File: src/wewa_pkg.sv
package wewa_pkg;

    localparam int WINDOW_MAX    = 64;
    localparam int FRACTION_BITS = 16;
    localparam int WEIGHT_BITS   = 23;

    localparam int SAMPLE_W = 32;
    localparam int WS_W     = 7;
    localparam int RATE_W   = 24;
    localparam int WGT_W    = WEIGHT_BITS + 1;
    localparam int POS_W    = (WINDOW_MAX > 1) ? $clog2(WINDOW_MAX) : 1;
    localparam int IDX_W    = ((POS_W > WS_W) ? POS_W : WS_W) + 1;
    localparam int WSUM_W   = WGT_W + $clog2(WINDOW_MAX) + 1;
    localparam int ACC_W    = 64;
    localparam int DIV_N    = 64;
    localparam int DIV_D    = (WSUM_W > RATE_W) ? WSUM_W : RATE_W;

    localparam int CFG_IDX_W = 2;
    localparam logic [CFG_IDX_W-1:0] REG_WINDOW_SIZE = 2'd0;
    localparam logic [CFG_IDX_W-1:0] REG_DECAY_RATE  = 2'd1;

    localparam logic [WGT_W-1:0]  WEIGHT_ONE = WGT_W'(1) << WEIGHT_BITS;
    localparam logic [RATE_W:0]   RATE_ONE   = (RATE_W + 1)'(1) << FRACTION_BITS;

endpackage

File: src/wewa_window.sv
module wewa_window (
    input  logic                               i_clk,
    input  logic                               i_rst_n,
    input  logic                               i_wr_en,
    input  logic                               i_wr_clear,
    input  logic [wewa_pkg::POS_W-1:0]         i_wr_addr,
    input  logic [wewa_pkg::SAMPLE_W-1:0]      i_wr_data,
    input  logic                               i_wr_flag,
    input  logic [wewa_pkg::POS_W-1:0]         i_rd_addr,
    output logic                               o_rd_flag,
    output logic [wewa_pkg::SAMPLE_W-1:0]      o_rd_data
);

    logic [wewa_pkg::SAMPLE_W-1:0] r_mem [wewa_pkg::WINDOW_MAX];
    logic [wewa_pkg::WINDOW_MAX-1:0] r_flags;
    logic [wewa_pkg::SAMPLE_W-1:0] r_rd_data;

    always_ff @(posedge i_clk) begin
        if (i_wr_en) begin
            r_mem[i_wr_addr] <= i_wr_data;
        end
        r_rd_data <= r_mem[i_rd_addr];
    end

    always_ff @(posedge i_clk) begin
        if (!i_rst_n) begin
            r_flags <= '0;
        end else if (i_wr_en) begin
            if (i_wr_clear) begin
                r_flags <= '0;
            end
            r_flags[i_wr_addr] <= i_wr_flag;
        end
    end

    assign o_rd_flag = r_flags[i_rd_addr];
    assign o_rd_data = r_rd_data;

endmodule

File: config.mk
export PLATFORM = sky130hd
export DESIGN_NAME = wewa_window
export DESIGN_NICKNAME = d
export VERILOG_FILES = /design/src/wewa_pkg.sv /design/src/wewa_window.sv
export SDC_FILE = /design/constraint.sdc
export NUM_CORES = 2
export LEC_CHECK = 0
export BUFFER_PORTS_ARGS = -buffer_cell sky130_fd_sc_hd__buf_4
export CAP_MARGIN = 25
export CORE_ASPECT_RATIO = 1.25
export CORE_UTILIZATION = 50
export CTS_CLUSTER_SIZE = 24
export DETAILED_ROUTE_END_ITERATION = 8
export GPL_ROUTABILITY_DRIVEN = 1
export PLACE_DENSITY = 0.65
export SYNTH_ARGS = -nofsm -noshare
export SYNTH_HDL_FRONTEND = slang
export SYNTH_SLANG_ARGS = --single-unit
File: constraint.sdc
create_clock -name i_clk -period 3.4 [get_ports i_clk]
set_input_delay 0.34 -clock i_clk [delete_from_list [all_inputs] [get_ports i_clk]]
set_output_delay 0.34 -clock i_clk [all_outputs]
set_load 0.005 [all_outputs]
Yosys cells after proc, flatten, opt, wreduce, memory -nomap -nowiden
Memory sizes are Yosys's and may differ from the RTL's. A register that Yosys moved wholly into a read port is not among the register bits. Index checks and enable logic that the tools add are counted. W data, S select, Z words.

RAM bits: 2048. Word-level logic and storage cells: 16. Memories: 1. Register bits: 64. Output and inout bits: 33.

Memory list: r_mem (words 64, bits a word 32, read ports 1, clocked after memory_dff 1, wr ports 1, RTL line wewa_window.sv:14) `logic [wewa_pkg::SAMPLE_W-1:0] r_mem [wewa_pkg::WINDOW_MAX];`.

Reductions and logical operators: 1. Muxes and demuxes: 10. Order comparisons: 3.

Operator list (count): $mux W64 (3); $bwmux W64 (1); $lt A6 B7 Y1 const B (2); $bmux W1 S6 (1); $demux W1 S6 (1); $ge A6 B1 Y1 const B (1); $mux W1 (4); $logic_and A1 B1 Y1 (1).

Longest topological paths before layout
Word-level depth: 5. Mapped depth: 10. Depth with buffers taken out: 5.

Worst setup path before layout
No wires, ideal clock.

Kind: input port to flip-flop. Start point: input i_wr_addr[5] (netlist name). End point: memory r_mem[20][0] (netlist name) (enable). Required time: 2.977 ns. Arrival time: 2.541 ns. Setup time: 0.423 ns. Path slack: 0.436 ns. Stages on the path: 4. Cell sequence: or3b_2 clkbuf_1 clkbuf_1 nor2_1.

RTL lines: start: declaration (RTL line wewa_window.sv:6) `input logic [wewa_pkg::POS_W-1:0] i_wr_addr,`; end: declaration (RTL line wewa_window.sv:14).

No word-level cell before the write port.

Worst setup path after layout
Start point: register r_flags[9] (netlist name). End point: output o_rd_flag.

Longest elaborated chain between the ends: 2.

Ends and longest elaborated chain: start: declaration (RTL line wewa_window.sv:15) `logic [wewa_pkg::WINDOW_MAX-1:0] r_flags;`; start signal: indexed assignment (RTL line wewa_window.sv:32) `r_flags[i_wr_addr] <= i_wr_flag;`; $bmux W1 S6 (RTL line wewa_window.sv:36) `assign o_rd_flag = r_flags[i_rd_addr];`; $mux W1 (implied by the code) (RTL line wewa_window.sv:36); end: declaration (RTL line wewa_window.sv:10) `output logic o_rd_flag,`.

No other way between the ends. The select of a mux whose other input is x is not followed.

==> flow_summary.yaml <==
grt:
  antenna_found_initial: 11
  track_usage_pct: 26.01
  grt_start_max_net_pins: 65
  grt_pass1_vias: 40820
  global_route.overflow_total: 0
  grt_pass1_wl_mm: 301.4
critical_path:
  worstSetupPathType: "reg2out"
  timing.critical_path.cells: "mux4_2 > o22ai_1 > nor4_1 > buf_4 > o22a_1 > buf_4"
  most_frequent_cell_on_the_critical_path: "sky130_fd_sc_hd__buf_4"
  reg2reg_from: "r_mem[4][18]"
  worstRegToRegCells: 4
  largest_fanout_on_the_critical_path: 2
  cp_slowest_stage_delay_ns: 0.55
  worst-r2r-setup-slack_ns: 1.22
  worstReg2RegEnd: "o_rd_data[18]"
  critPathArrivalTime_ns: 2.74
  critical_path.startpoint_type: "register"
  crit_path_end_kind: "output pin"
  worst_path_max_delay_cell: "sky130_fd_sc_hd__nor4_1"
  cp_data_required_time_ns: 3.06
timing:
  final_hold_viol_count: 0
  rsz_0062_raised_after_global_routing: "false"
  post-route-period-util_pct: 90.68
  worstMarginPinSlew_ns: 1.260
  finalWorstPathRequiredPeriod_ns: 3.083
  worst_slew_margin_rel_pct: 15.23
  timing.clock.skew_ns: 0.02681
  final_max_slew_viol_count: 0
  maxClockFrequency_mhz: 324.4
  setup_total_negative_slack_ns: 0
  setup-violations-final: 0
layout:
  areaGrowthSynthToFinish_pct: 13.63
  fillCellCount: 11620
  nets: 4090
  postLayoutCoreUtil_pct: 57.34
  final_cell_area_sq_um: 92930
  share_of_layout_cells_above_drive_strength_1_pct: 27.78
outcome:
  outcome: "finished clean"
drt:
  routed-via-count: 40920
  route.detailed.wl_per_inst_um: 33.19
  first_iter_violations: 4717
  route.final.wire_length_mm: 212.0
  detail_route.drc_violations: 0
  vias_per_cell: 6.407
  detail_route.first_pass.iterations: 5
  postRouteAntennaNets: 0
clocking:
  cts-resized-gates: 0
  tritoncts: "built"
  cts.clk_slew.worst_paths_ns: 0.07
  buffer_cell_driving_the_clock_tree_root: "sky130_fd_sc_hd__clkbuf_16"
  cts_made_buffers: 190
  depth_of_the_cts_h_tree: 4
  ctsHoldBuffers: 2
  clockBufferDepth: 3
  tritoncts_num_sinks: 2144
  clock_insertion_delay_worst_skew_ns: 0.84
  cts_setup_buffers: 0
placement:
  last_weighted_congestion_value_of_the_routability_driven_placer: 0.8116
  numPortBuffers: 81
  hpwl_mm: 121.6
  dpl_cell_area_sq_um: 86850
yosys:
  netlist_instances: 3756
  post-synth-top-area-cell: "sky130_fd_sc_hd__edfxtp_1"
  synth.yosys.seq_area_share_pct: 77.55
  avg_inst_size_synth_sq_um: 21.77
  synth_area_leaders: "sky130_fd_sc_hd__edfxtp_1, sky130_fd_sc_hd__mux4_2, sky130_fd_sc_hd__dfxtp_1"
  synth.lib_cells_used.distinct: 50
  synthesis.nets: 3805
  synth-async-reset-ratio_pct: 0
  yosys_warnings: 0
  synth_flop_cell: "sky130_fd_sc_hd__edfxtp_1"
  synth_top_area_share_pct: 75.20
  flip_flop_and_latch_count_after_synthesis: 2144
  number_of_flops_mapped_to_enable_cells_by_yosys: 2048
  syn-cell-area_sq_um: 81780
min_path:
  hp-start: "i_wr_en"
  min-delay-path-class: "in2reg"
  worst_hold_path.endpoint: "r_flags[37]"
  whs_path_depth: 4
job:
  max_cap_violations: 0
floorplan:
  die_h_um: 454.2
  io-pin-count: 82
  die-area_sq_um: 165200
  die_w_um: 363.7
  core-area_sq_um: 162100
  fp-row-count: 165
  initial_utilization_pct: 50.46
power:
  power_mw: 52.92
  leakagePower_nw: 28.87
  worst_vdd_drop_mv: 0.3590
  p_per_area_nw_per_um2: 569.4
[worst max-delay path: cells and delay by family, from the launching register on]
kind / cells / cell delay [ns]
mux: 1 / 0.25
simple gates: 1 / 0.55
flops: 1 / 0.35
buf+inv: 2 / 0.38
compound gates: 2 / 0.38
[synthesized netlist by cell type, drive strengths merged (2+ instances only)]
cell type and number:
edfxtp 2048, mux4 500, buf 134, o22ai 131, nor2 103, dfxtp 96
clkbuf 94, nand2 93, mux2i 89, o211ai 59, a21boi 58, nor2b 54
a211oi 53, nor4 27, nor3 26, o22a 21, o221ai 19, a21oi 17
nand3 17, a22oi 16, mux2 15, nand2b 14, a221oi 12, a22o 11
o21ai 7, and2 5, o2111ai 5, o31a 5, or2 5, nand3b 3
a31oi 2, and3 2, nand4 2, nor3b 2, or3 2
[logic make-up after synthesis]
group / after synthesis / synth area share, %
AOI/OAI and AO/OA: 422 / 3.721
DFF: 2144 / 77.55
muxes: 604 / 15.06
buffers and inverters: 229 / 1.574
and+or+nand+nor: 357 / 2.093
[routing by layer]
metal / track usage, % / share of wire, % / vias to the layer above / wire length (um)
met2: 42.76 / 50 / 1936 / 105900
met3: 3.674 / 8.0 / 326 / 16890
met5: 0 / 0.012 / - / 26
met1: 36.35 / 39 / 22170 / 83050
met4: 7.984 / 2.9 / 4 / 6054
li1: - / - / 16490 / -
[final cells by class]
type | count | area (sq um) | area share, %
timing repair buffer | 321 | 3211 | 3.455
inverter | 1 | 3.754 | 0.004039
clock inverter | 105 | 820.8 | 0.8832
sequential | 2144 | 63420 | 68.25
multi-input combinational | 1383 | 17560 | 18.89
clock buffer | 254 | 5179 | 5.573
antenna | 8 | 20.02 | 0.02154
tap | 2171 | 2716 | 2.923
[power breakdown]
group,internal [mW],switching (mW),total [mW]
clock,11.5,9.43,20.9
combinational,1.07,1.69,2.76
sequential,29.1,0.111,29.2
total,41.7,11.2,52.9
[worst max path at each step]
stage | startpoint | to | slack (ns) | cells after the start
3_5_place_dp | i_rd_addr[0] | o_rd_data[30] | 0.32 | 8
2_1_floorplan | i_wr_addr[5] | r_mem[20][0] | 0.44 | 4
5_1_grt | r_flags[9] | o_rd_flag | 0.23 | 6
4_1_cts | r_flags[9] | o_rd_flag | 0.32 | 6
3_3_place_gp | i_rd_addr[2] | o_rd_data[24] | 0.04 | 7
6_report | r_flags[9] | o_rd_flag | 0.32 | 6
[stage by stage]
step / hold slack, ns / setup WS (ns) / instances
5_1_grt: 0.01346 / 0.2339 / 6382
4_1_cts: 0.008450 / 0.3189 / 6375
2_1_floorplan: 0.4389 / 0.4362 / 3756
3_5_place_dp: 0.4900 / 0.3156 / 6014
3_3_place_gp: 0.4797 / 0.03935 / 6009
6_report: 0.02281 / 0.3169 / 6387
[cell usage in the layout (no fill, tap or decap), drive strengths merged, types with 5 or more instances in the layout]
| cell | synthesis | layout |
|---|---|---|
| buf | 134 | 318 |
| nand3 | 17 | 17 |
| nor4 | 27 | 27 |
| clkinv | 0 | 80 |
| a21boi | 58 | 58 |
| and2 | 5 | 5 |
| nand2b | 14 | 14 |
| or2 | 5 | 5 |
| o22a | 21 | 21 |
| a22oi | 16 | 16 |
| edfxtp | 2048 | 2048 |
| mux2i | 89 | 89 |
| a21oi | 17 | 17 |
| inv | 1 | 11 |
| a211oi | 53 | 53 |
| o211ai | 59 | 59 |
| clkbuf | 94 | 254 |
| dfxtp | 96 | 96 |
| nand2 | 93 | 93 |
| o221ai | 19 | 19 |
| o22ai | 131 | 131 |
| nor2 | 103 | 103 |
| a22o | 11 | 11 |
| mux4 | 500 | 500 |
| mux2 | 15 | 15 |
| clkinvlp | 0 | 5 |
| a221oi | 12 | 12 |
| nor3 | 26 | 26 |
| o2111ai | 5 | 5 |
| bufinv | 0 | 10 |
| o21ai | 7 | 7 |
| diode | 0 | 8 |
| nor2b | 54 | 54 |
| o31a | 5 | 5 |
[state kept, by name (all words and copies together) (netlist names)]
signal and count:
r_mem 2048, r_flags 64, o_rd_data 32
No activity file was read; power rests on OpenSTA's default activity.
