`src/wewa_pkg.sv`:
```
package wewa_pkg;

    localparam int WINDOW_MAX    = 64;
    localparam int FRACTION_BITS = 16;
    localparam int WEIGHT_BITS   = 23;

    localparam int SAMPLE_W = 32;
    localparam int WS_W     = 7;
    localparam int RATE_W   = 24;
    localparam int WGT_W    = WEIGHT_BITS + 1;
    localparam int POS_W    = (WINDOW_MAX > 1) ? $clog2(WINDOW_MAX) : 1;
    localparam int IDX_W    = ((POS_W > WS_W) ? POS_W : WS_W) + 1;
    localparam int WSUM_W   = WGT_W + $clog2(WINDOW_MAX) + 1;
    localparam int ACC_W    = 64;
    localparam int DIV_N    = 64;
    localparam int DIV_D    = (WSUM_W > RATE_W) ? WSUM_W : RATE_W;

    localparam int CFG_IDX_W = 2;
    localparam logic [CFG_IDX_W-1:0] REG_WINDOW_SIZE = 2'd0;
    localparam logic [CFG_IDX_W-1:0] REG_DECAY_RATE  = 2'd1;

    localparam logic [WGT_W-1:0]  WEIGHT_ONE = WGT_W'(1) << WEIGHT_BITS;
    localparam logic [RATE_W:0]   RATE_ONE   = (RATE_W + 1)'(1) << FRACTION_BITS;

endpackage

```
`src/wewa_div.sv`:
```
module wewa_div (
    input  logic                           i_clk,
    input  logic                           i_rst_n,
    input  logic                           i_start,
    input  logic [wewa_pkg::DIV_N-1:0]     i_dividend,
    input  logic [wewa_pkg::DIV_D-1:0]     i_divisor,
    output logic                           o_done,
    output logic [wewa_pkg::DIV_N-1:0]     o_quotient
);

    localparam int N  = wewa_pkg::DIV_N;
    localparam int D  = wewa_pkg::DIV_D;
    localparam int CW = $clog2(N);

    logic          r_busy;
    logic          r_done;
    logic [CW-1:0] r_cnt;
    logic [N-1:0]  r_q;
    logic [D-1:0]  r_rem;
    logic [D-1:0]  r_den;
    logic [D:0]    trial;
    logic [D+1:0]  diff;
    logic          ge;

    assign trial = {r_rem, r_q[N-1]};
    assign diff  = {1'b0, trial} - {2'b00, r_den};
    assign ge    = !diff[D+1];

    always_ff @(posedge i_clk) begin
        if (!i_rst_n) begin
            r_busy <= 1'b0;
            r_done <= 1'b0;
            r_cnt  <= '0;
        end else begin
            r_done <= 1'b0;
            if (i_start) begin
                r_busy <= 1'b1;
                r_cnt  <= '0;
            end else if (r_busy) begin
                r_cnt <= r_cnt + CW'(1);
                if (r_cnt == CW'(N - 1)) begin
                    r_busy <= 1'b0;
                    r_done <= 1'b1;
                end
            end
        end
    end

    always_ff @(posedge i_clk) begin
        if (i_start) begin
            r_q   <= i_dividend;
            r_rem <= '0;
            r_den <= i_divisor;
        end else if (r_busy) begin
            r_q   <= {r_q[N-2:0], ge};
            r_rem <= ge ? diff[D-1:0] : trial[D-1:0];
        end
    end

    assign o_done     = r_done;
    assign o_quotient = r_q;

endmodule

```
`config.mk`:
```
export PLATFORM = sky130hd
export DESIGN_NAME = wewa_div
export DESIGN_NICKNAME = d
export VERILOG_FILES = /design/src/wewa_pkg.sv /design/src/wewa_div.sv
export SDC_FILE = /design/constraint.sdc
export NUM_CORES = 1
export LEC_CHECK = 0
export ABC_CLOCK_PERIOD_IN_PS = 6300
export BUFFER_PORTS_ARGS = -buffer_cell sky130_fd_sc_hd__clkbuf_2
export CAP_MARGIN = 10
export CORE_MARGIN = 2
export CORE_UTILIZATION = 60
export CTS_BUF_LIST = sky130_fd_sc_hd__clkbuf_4
export DETAILED_ROUTE_END_ITERATION = 7
export GPL_TIMING_DRIVEN = 0
export HOLD_SLACK_MARGIN = 0.06
export PLACE_DENSITY = 0.88
export RECOVER_POWER = 25
export SLEW_MARGIN = 20
export SYNTH_ARGS = -nofsm -noshare
export SYNTH_HDL_FRONTEND = slang
export SYNTH_SLANG_ARGS = --single-unit
```
`constraint.sdc`:
```
create_clock -name i_clk -period 6.3 [get_ports i_clk]
set_clock_uncertainty 0.2 [all_clocks]
set_input_delay 1.26 -clock i_clk [delete_from_list [all_inputs] [get_ports i_clk]]
set_output_delay 1.26 -clock i_clk [all_outputs]
set_load 0.02 [all_outputs]
```
Yosys cells after proc, flatten, opt, wreduce, memory -nomap -nowiden

Cells that the tools add are included.

Input bits: 98
Word-level logic and storage cells: 22
Output and inout port bits: 65
Register bits: 134

Mux-type cells: 7
Add/subtract/negate cells: 2
Bitwise gates (word level): 2
Reduce and logical (&&, ||, !) cells: 4
Equality and inequality tests: 1

Operator list:

| kind                                        | number |
|---|---|
| 2-to-1 mux 64 bit                           | 2 |
| subtractor 32 x 31 -> 33 bit                | 1 |
| 2-to-1 mux 31 bit                           | 1 |
| adder 6 x 1 -> 6 bit, second input constant | 1 |
| equality test 6 bit, second input constant  | 1 |
| 2-to-1 mux 1 bit                            | 4 |
| OR reduction 3 bit                          | 1 |
| inverter 1 bit                              | 2 |
| nonzero test 2 bit                          | 1 |
| OR reduction 2 bit                          | 1 |
| logical NOT 1 bit                           | 1 |

Longest topological paths before layout

Gate-level depths: netlist (run 1).

Word-level depth: 4
Gate-level depth with buffers: 13
Depth with buffers taken out: 12

Worst setup path after synthesis (run 1)

No wires, ideal clock.

Path type: register to register
Start: reg r_q[63] (netlist: o_quotient[63])
End: reg r_rem[22]
Required time: 5974 ps
Library setup time: 126 ps
Arrival: 3226 ps
Stages on the path, launching flop included: 14
Buffers on the path: 1
Path slack: 2748 ps
Period minus slack after synthesis: 3552 ps
Path through: edfxtp_1 inv_1 ha_1 fa_1 and2b_1 o2111ai_1 a32oi_2 a2111oi_1 or4_4 a31oi_4 inv_2 buf_2 a41oi_1 o31ai_1

Cells in the longest elaborated chain, start to end: 2

Ends and longest elaborated chain:

| element                      | line           | RTL |
|---|---|---|
| from (decl)                  | wewa_div.sv:18 | `logic [N-1:0] r_q;` |
| from (signal assigned)       | wewa_div.sv:51 | `r_q <= i_dividend;` |
| from (signal assigned)       | wewa_div.sv:55 | `r_q <= {r_q[N-2:0], ge};` |
| subtractor 32 x 31 -> 33 bit | wewa_div.sv:26 | `assign diff = {1'b0, trial} - {2'b00, r_den};` |
| 2-to-1 mux 31 bit            | wewa_div.sv:56 | `r_rem <= ge ? diff[D-1:0] : trial[D-1:0];` |
| to (signal assigned)         | wewa_div.sv:56 |  |
| to (decl)                    | wewa_div.sv:19 | `logic [D-1:0] r_rem;` |

No other way between the ends.
A chain may end at the register's enable or synchronous reset.

Final worst setup path (run 1)

Start: in i_start
End: reg r_q[13] (netlist: o_quotient[13]) (enable)

Cells in the longest elaborated chain, start to end: 1

Ends and longest elaborated chain:

| element                      | line          | RTL |
|---|---|---|
| from (decl)                  | wewa_div.sv:4 | `input logic i_start,` |
| nonzero test 2 bit (no line) | --            |  |

No other way between the ends.

==> results.md, run 1 <==
Drt:
- The violation count after the first detailed-route iteration is 457.
- The remaining routing DRC violations is 0.
- The detail-routed via count per cell is 5.88.
- The count of nets left with antenna violations once routing finished came out at 0.
- The detailed-routing iteration count for the pre-antenna-repair pass is 5.
- Dividing the detail-routed wire length by the instance count gives 17.9 um.
- For this block, the routed nets add up to 17100 um of wire.
- Across all layers, the routed design uses 5618 vias.

CTS:
- The cell chosen for the clock root is clkbuf_4.
- The H-tree depth is 4.
- Clock latency on the worst-skew pair, taken at its later pin, is 0.54 ns.
- The register clock-pin slew on the reported worst setup and hold paths is 0.12 ns.
- The post-CTS resize count is 0.
- Buffers added to address setup during post-CTS repair amount to 0.
- For this design, the sink count on the clock tree is 134.
- The CTS tree is built.
- TritonCTS created 17 clock buffers.
- The longest clock path from root to sink contains 2 buffers.
- The number of buffers added to fix hold violations after cts is 0.

Pwr:
- Of the total power, the clock network draws 24.9%.
- The worst-case vdd ir drop is 0.000193 V.
- The net switching power of the design is 725 uW.
- The internal power of the cells totals 1470 uW.
- The final total power is 2190 uW.
- The static leakage is 0.00358 uW.
- The switching fraction of total power is 33.1%.
- The share of total power dissipated in sequential elements is 49.6%.
- In this run, the combinational gates consume 25.5% of the power.
- In this run the power density over the cells is 266 mW/mm^2.

Global routing:
- The first global-routing pass estimated 27300 um of wire.
- The global-route total usage across every layer is 27.4%.
- The final global-route overflow total is 0.
- The initial antenna violation count was 1.
- The via count of the first global-routing pass is 5691.
- Entering global routing, the biggest net connects 65 pins.

Placed design:
- Once detailed placement completed, the half-perimeter wirelength came to 12200 um.
- The count of input and output buffers is 162.
- At the end of routability-driven placement, the weighted congestion stood at 0.943.
- The total cell area at the placement stage is 0.00799 sq mm.

Yosys:
- Yosys printed 0 warnings.
- For this run, asynchronously set or reset flops after synthesis account for 0%.
- After synthesis, flip-flops and latches occupy 51.9% of the total area.
- In the synthesized netlist the dominant register cell turns out to be edfxtp_1.
- Dividing the synthesized area by the synthesized cell count gives 11.3 sq um.
- The count of flip-flops with a built-in enable after synthesis is 95.
- The number of synthesized register bits is 134.
- The instance count of the mapped netlist is 617.
- Synthesis produced a netlist with a net count of 748.
- The synthesized netlist occupies a cell area of 0.00699 sq mm.
- After synthesis, the netlist uses 55 different library cells.

STA:
- The number of hold violations in the final report is 0.
- The highest clock frequency the design can meet is 0.221 GHz.
- The worst slew margin relative to its limit is -30.7%.
- The total setup violations reported at the end of the flow is 0.
- The transition time at the pin with the least slew margin is 1.96 ns.
- The total negative slack for setup checks is 0 ns.
- The total count of max-transition violations in the final report came to 36.
- After layout, the worst path uses 71.8% of the clock period.
- After layout, the minimum clock period comes to 4.52 ns.
- Setup repair after global routing left no endpoint under its margin.

Finish:
- The number of fillers in the final layout is 793.
- Compared with the post-synthesis result, the final layout area differs by 17.7%.
- The final layout net count is 929.
- After routing the design area is 0.00824 sq mm.
- The share of cells above drive strength 1 is 32.2%.

Hold path:
- The path class of the tightest hold or removal check is reg -> reg.

Floorplanning:
- The floorplan step set the die width to 112 um.
- The initial utilization of the core area, before any placement, comes to 61.3%.
- In this run the core area contains 39 standard-cell rows.
- The top-level port count is 163.
- The y dimension of the die is 112 um.
- The core box area is 0.0114 sq mm.
- The area of the die is 0.0125 sq mm.

Status:
- The run finished, with violations left.
- The checks that failed: capacitance limit, slew limit.

Job:
- The number of maximum-capacitance constraint violations is 1.

Critical path:
- The arrival time of the worst setup path is 4.51 ns.
- The largest fanout on the critical path is 64.
- The worst setup path is launched from a primary input.
- The worst path required time is 6.28 ns.
- The worst setup path is captured at a flip-flop.
- The critical path in this run is classified as in -> reg.
[flip-flops by register name, indices dropped and copies added, names as in the netlist]
signal / count
r_cnt: 6
r_rem: 31
o_done: 1
r_busy: 1
r_den: 31
o_quotient: 64
[layer usage]
layer / vias up / track usage, % / routed length (um)
met2: 251 / 49.5 / 8830
met3: 22 / 8.00 / 1350
li1: 2627 / - / -
met4: 0 / 8.13 / 255
met1: 2718 / 31.5 / 6670
met5: - / 0 / 0
[cell usage in the layout (no fill, tap or decap), drive strengths merged, types with 19 or more instances in the layout]
cell type  count
a21o          19
a21oi         27
a311oi        21
clkbuf       199
dfxtp         39
edfxtp        95
ha            32
inv           44
mux2          65
nand2         60
nor2          48
[metrics by stage]
step	instances	hold WS, ns	setup slack [ns]	util (%)
final	955	0.299	1.78	72.1
after global routing	955	0.334	1.50	72.1
after CTS	954	0.301	2.26	72.2
after detailed placement	922	0.283	1.89	69.9
after global placement	922	0.265	1.61	69.9
after floorplan	617	0.254	2.75	-
[kinds of logic (layout without fill, tap and decap cells)]
logic type	Yosys count	count (layout)	synth area share, %
compound gates	124	124	12.9
xor+xnor	31	31	3.88
fa+ha+maj	33	33	6.01
buf+inv	69	263	3.97
flops	134	134	51.9
mux	71	71	11.3
other cells	0	1	0
simple gates	155	155	9.95
[power by group through the flow]
| stage | Combinational [uW] | Clock (uW) | Sequential [uW] |
|---|---|---|---|
| 5_1_grt | 608 | 580 | 1100 |
| 6_report | 559 | 546 | 1090 |
| 2_1_floorplan | 337 | 0 | 1150 |
| 3_5_place_dp | 551 | 0 | 1100 |
| 4_1_cts | 555 | 554 | 1090 |
| 3_3_place_gp | 528 | 0 | 1100 |
[worst paths after layout]
| path | endpoint | depth (start not counted) | slack [ns] | startpoint |
|---|---|---|---|---|
| setup / recovery | o_quotient[13]$_DFFE_PP_ | 4 | 1.78 | i_start |
| hold reg to reg | r_cnt[5]$_SDFFE_PP0P_ | 2 | 0.30 | r_cnt[5]$_SDFFE_PP0P_ |
| hold / removal | r_cnt[5]$_SDFFE_PP0P_ | 2 | 0.30 | r_cnt[5]$_SDFFE_PP0P_ |
| setup reg to reg | r_rem[22]$_SDFFE_PP0P_ | 13 | 2.19 | o_quotient[63]$_DFFE_PP_ |
[worst max-delay path: stages]
cell	delay (ns)
clkbuf_1	1.38
clkbuf_1	0.60
clkbuf_1	0.44
or2_4	0.78
[Yosys cell counts (11+ instances only)]
master | count | area, sq um
a21o_1 | 19 | 143
edfxtp_1 | 95 | 2850
mux2_2 | 65 | 732
nand2_1 | 60 | 225
a311oi_1 | 21 | 184
xnor2_1 | 13 | 114
inv_1 | 39 | 146
a21oi_1 | 27 | 135
o21ai_0 | 13 | 65.1
nor2_1 | 48 | 180
xor2_1 | 18 | 158
clkbuf_1 | 19 | 71.3
dfxtp_1 | 39 | 781
nand3_1 | 11 | 55.1
ha_1 | 32 | 400
[area by class of cell]
cell class	instances	area, sq um	area share (%)
sequential	134	3630	44.1
timing repair buffer	162	796	9.66
inverter	40	150	1.82
clock buffer	18	135	1.64
tap	143	179	2.17
clock inverter	14	126	1.53
buffer	29	128	1.55
antenna	1	2.50	0.0304
multi-input combinational	414	3090	37.5
No activity file was read; power rests on OpenSTA's default activity.
==> inputs of run 2 (changes only) <==
--- a/config.mk
+++ b/config.mk
@@ -5,16 +5,16 @@
 export SDC_FILE = /design/constraint.sdc
 export NUM_CORES = 1
 export LEC_CHECK = 0
-export ABC_CLOCK_PERIOD_IN_PS = 6300
+export ABC_CLOCK_PERIOD_IN_PS = 4400
 export BUFFER_PORTS_ARGS = -buffer_cell sky130_fd_sc_hd__clkbuf_2
 export CAP_MARGIN = 10
 export CORE_MARGIN = 2
-export CORE_UTILIZATION = 60
+export CORE_UTILIZATION = 56
 export CTS_BUF_LIST = sky130_fd_sc_hd__clkbuf_4
 export DETAILED_ROUTE_END_ITERATION = 7
 export GPL_TIMING_DRIVEN = 0
 export HOLD_SLACK_MARGIN = 0.06
-export PLACE_DENSITY = 0.88
+export PLACE_DENSITY = 0.83
 export RECOVER_POWER = 25
 export SLEW_MARGIN = 20
 export SYNTH_ARGS = -nofsm -noshare
==> constraint.sdc (replaced) <==
create_clock -name i_clk -period 4.4 [get_ports i_clk]
set_clock_uncertainty 0.2 [all_clocks]
set_input_delay 0.88 -clock i_clk [delete_from_list [all_inputs] [get_ports i_clk]]
set_output_delay 0.88 -clock i_clk [all_outputs]
set_load 0.02 [all_outputs]
==> run 2 against run 1 <==
Net effect:
- the run now ends clean
- clock power up 69%
- clock-buffer cell count increased by 1
- final cell count grew 2.5%
- die area grew 6.9%
- via count fell by 2.2%
- first-iteration DRC count decreased by 18%
- critical endpoint is now r_rem[25]$_SDFFE_PP0P_
- largest cell class unchanged
- highest routed layer unchanged
==> results.md, run 2 (same netlist as run 1, synthesis figures left out) <==
Critical path:
- STA classifies the critical path endpoint as a flip-flop.
- The arrival time of the worst setup path is 4.27 ns (-0.24 ns).
- The classification of the worst setup path is reg -> reg.
- Tracing the worst setup path back leads to its startpoint at o_quotient[63]$_DFFE_PP_.
- The startpoint of the worst-slack reg-to-reg timing path is o_quotient[63]$_DFFE_PP_.
- STA classifies the critical path startpoint as a flip-flop.
- The worst path required time was 4.62 ns (-1.66 ns).
- The largest fanout on the critical path is 10 (-84%).

STA:
- The worst slew margin relative to its limit was 39.2% (+70 points).
- Derived from the worst setup path, the maximum achievable clock frequency is 0.247 GHz.
- Setup repair after global routing left no endpoint under its margin.
- The total setup violations reported at the end of the flow is 0 (unchanged).
- The total count of max-transition violations in the final report is 0 (-100%).
- The transition time at the pin with the least slew margin is 0.912 ns (-1.05 ns).
- The total negative slack for setup checks was 0 ns (unchanged).
- The number of hold violations in the final report is 0 (unchanged).
- The portion of the clock cycle consumed by the worst path in the final layout is 92.0%.
- The least setup slack across all paths after layout is 0.352 ns (-1.42 ns).
- The minimum clock period is 4.05 ns.

CTS:
- The post-CTS setup-driven buffer insertion count is 0 (unchanged).
- The clock sink total is 134 (unchanged).
- The number of buffers added to fix hold violations after cts is 0 (unchanged).
- The clock latency of the later-clocked register in the worst-skew pair is 0.55 ns (about the same).
- TritonCTS built the clock tree.
- The number of buffers on the longest clock path is 2 (unchanged).
- The H-tree depth is 4 (unchanged).
- The register clock-pin slew on the reported worst setup and hold paths was 0.12 ns (about the same).
- The tree is rooted in a clkbuf_4.
- The post-CTS resize count is 0 (unchanged).
- The number of CTS-inserted buffers came to 17 (unchanged).

Pwr:
- The static leakage is 0.00361 uW (+1.0%).
- The portion of total power attributed to sequential cells is 47.5% (-2.1 points).
- The net switching power of the design is 999 uW (+38%).
- The total power density per cell area is 393 mW/mm^2 (+48%).
- The combinational group share of total power is 24.2% (-1.3 points).
- The final total power is 3270 uW (+49%).
- The internal power contribution came to 2270 uW (+55%).
- The switching fraction of total power is 30.5% (-2.5 points).
- The clock share of power came to 28.2% (+3.3 points).
- The worst-case vdd ir drop is 0.000340 V (+76%).

Finish:
- The number of fillers in the final layout came to 918 (+16%).
- The final layout net count was 929 (unchanged).
- The area growth from synthesis to layout is 19.0%.
- The number of flip-flops under the largest register name is 64 (unchanged).
- The cell area after layout is 0.00832 sq mm (+1.1%).
- The share of the core filled with cells in the final layout is 68.7% (-3.4 points).
- The count of antenna diodes in the layout is 0 (-1).
- The share of cells above drive strength 1 was 31.6% (-0.62 points).
- Leaving out fill and tap cells, the most frequent cells in the layout are clkbuf_2, edfxtp_1, mux2_2.
- The most common cell after layout, fill and taps aside is clkbuf_2.

Drt:
- The overall routed net length is 16600 um (-3.1%).
- The detail-routed via count per cell came to 5.61 (-4.6%).
- The amount of wire on met3 after detailed routing was 1340 um (-1.0%).
- The detailed-routing iteration count for the pre-antenna-repair pass is 5 (unchanged).
- The average wire per cell in the routed design is 16.9 um (-5.5%).
- The detailed router used layers up to and including met4.
- The amount of wire on met2 after detailed routing was 8390 um (-5.0%).
- The remaining routing DRC violations is 0 (unchanged).
- The overall via count from detail_route was 5492 (-2.2%).
- The violation count after the first detailed-route iteration is 377 (-18%).
- The number of routed nets with antenna violations is 0 (unchanged).
- The wire length the detailed router placed on met1 came to 6450 um (-3.3%).

Floorplanning:
- The y dimension of the die is 116 um (+3.4%).
- The area of the die was 0.0134 sq mm (+6.9%).
- The starting density of the core is 57.7% (-3.5 points).
- The core box area is 0.0121 sq mm (+6.1%).
- The number of core rows is 40 (+2.6%).
- The top-level port count was 163 (unchanged).
- The overall die width is 116 um (+3.4%).

Global routing:
- The initial antenna violation count is 0 (-1).
- The pin count of the biggest net entering global routing is 65 (unchanged).
- The global-route total usage across every layer is 25.3% (-2.1 points).
- The final global-route overflow total is 0 (unchanged).
- The via count of the first global-routing pass is 5525 (-2.9%).
- The global-route wire length before repair is 26100 um (-4.6%).

Placed design:
- The placer congestion estimate is 0.931 (-1.3%).
- The detailed-placement wirelength estimate is 12200 um (+0.20%).
- The pre-CTS setup slack came to 0.375 ns (-1.52 ns).
- The total cell area at the placement stage is 0.00802 sq mm (+0.39%).
- The count of input and output buffers is 162 (unchanged).

Job:
- The number of maximum-capacitance constraint violations is 0 (-1).

Status:
- The run finished with clean final reports.

Hold path:
- The hold path startpoint is i_divisor[0].
- The path category of the worst min-delay check is in -> reg.
[run 2: changes by cell type in the layout (fill, tap and decap cells not counted), sizes merged]
cell,change
bufinv,+3
inv,-2
clkinvlp,-5
diode,-1
clkbuf,+1
clkinv,+3
[run 2: metrics by stage]
| step | cells | hold WS, ns |
|---|---|---|
| 2_1_floorplan | 617 | 0.254 |
| 3_3_place_gp | 947 | 0.265 |
| 3_5_place_dp | 947 | 0.286 |
| 4_1_cts | 979 | 0.266 |
| 5_1_grt | 979 | 0.257 |
| 6_report | 979 | 0.296 |
[run 2: power by group through the flow]
stage	combinational, uW	sequential, uW	clock, uW
after floorplan	482	1640	0
after global placement	758	1570	0
after detailed placement	787	1580	0
after CTS	791	1550	938
after global routing	867	1570	987
final	793	1550	924
[run 2: path summary, 6_finish.rpt]
path / endpoint / slack, ns / cells past startpoint
setup / recovery: r_rem[25]$_SDFFE_PP0P_ / 0.35 / 13
hold / removal: r_den[0]$_DFFE_PP_ / 0.30 / 1
setup reg to reg: r_rem[25]$_SDFFE_PP0P_ / 0.35 / 13
hold reg to reg: r_rem[25]$_SDFFE_PP0P_ / 0.30 / 2
[run 2: critical path: stages, from the launching register on]
cell and delay [ns]:
edfxtp_1 0.41, inv_1 0.06, ha_1 0.23, fa_1 0.42
and2b_1 0.24, o2111ai_1 0.18, a32oi_2 0.39, a2111oi_1 0.18
or4_4 0.53, a31oi_4 0.37, inv_2 0.17, buf_2 0.23
o211ai_1 0.24, a21oi_1 0.09
[run 2: area by class of cell]
cell class                      count  area (sq um)  share of cell area, %
Buffer                             29           128                   1.53
Inverter                           40           150                   1.80
Tap cell                          168           210                   2.53
Timing Repair Buffer              162           795                   9.55
Clock inverter                     13           179                   2.15
Sequential cell                   134          3630                   43.7
Clock buffer                       19           143                   1.71
Multi-Input combinational cell    414          3090                   37.1
[run 2: layer usage]
metal	GRT usage (%)	vias to the layer above
li1	-	2641
met1	28.6	2598
met2	43.5	216
met3	8.94	37
met4	10.7	0
met5	0	-
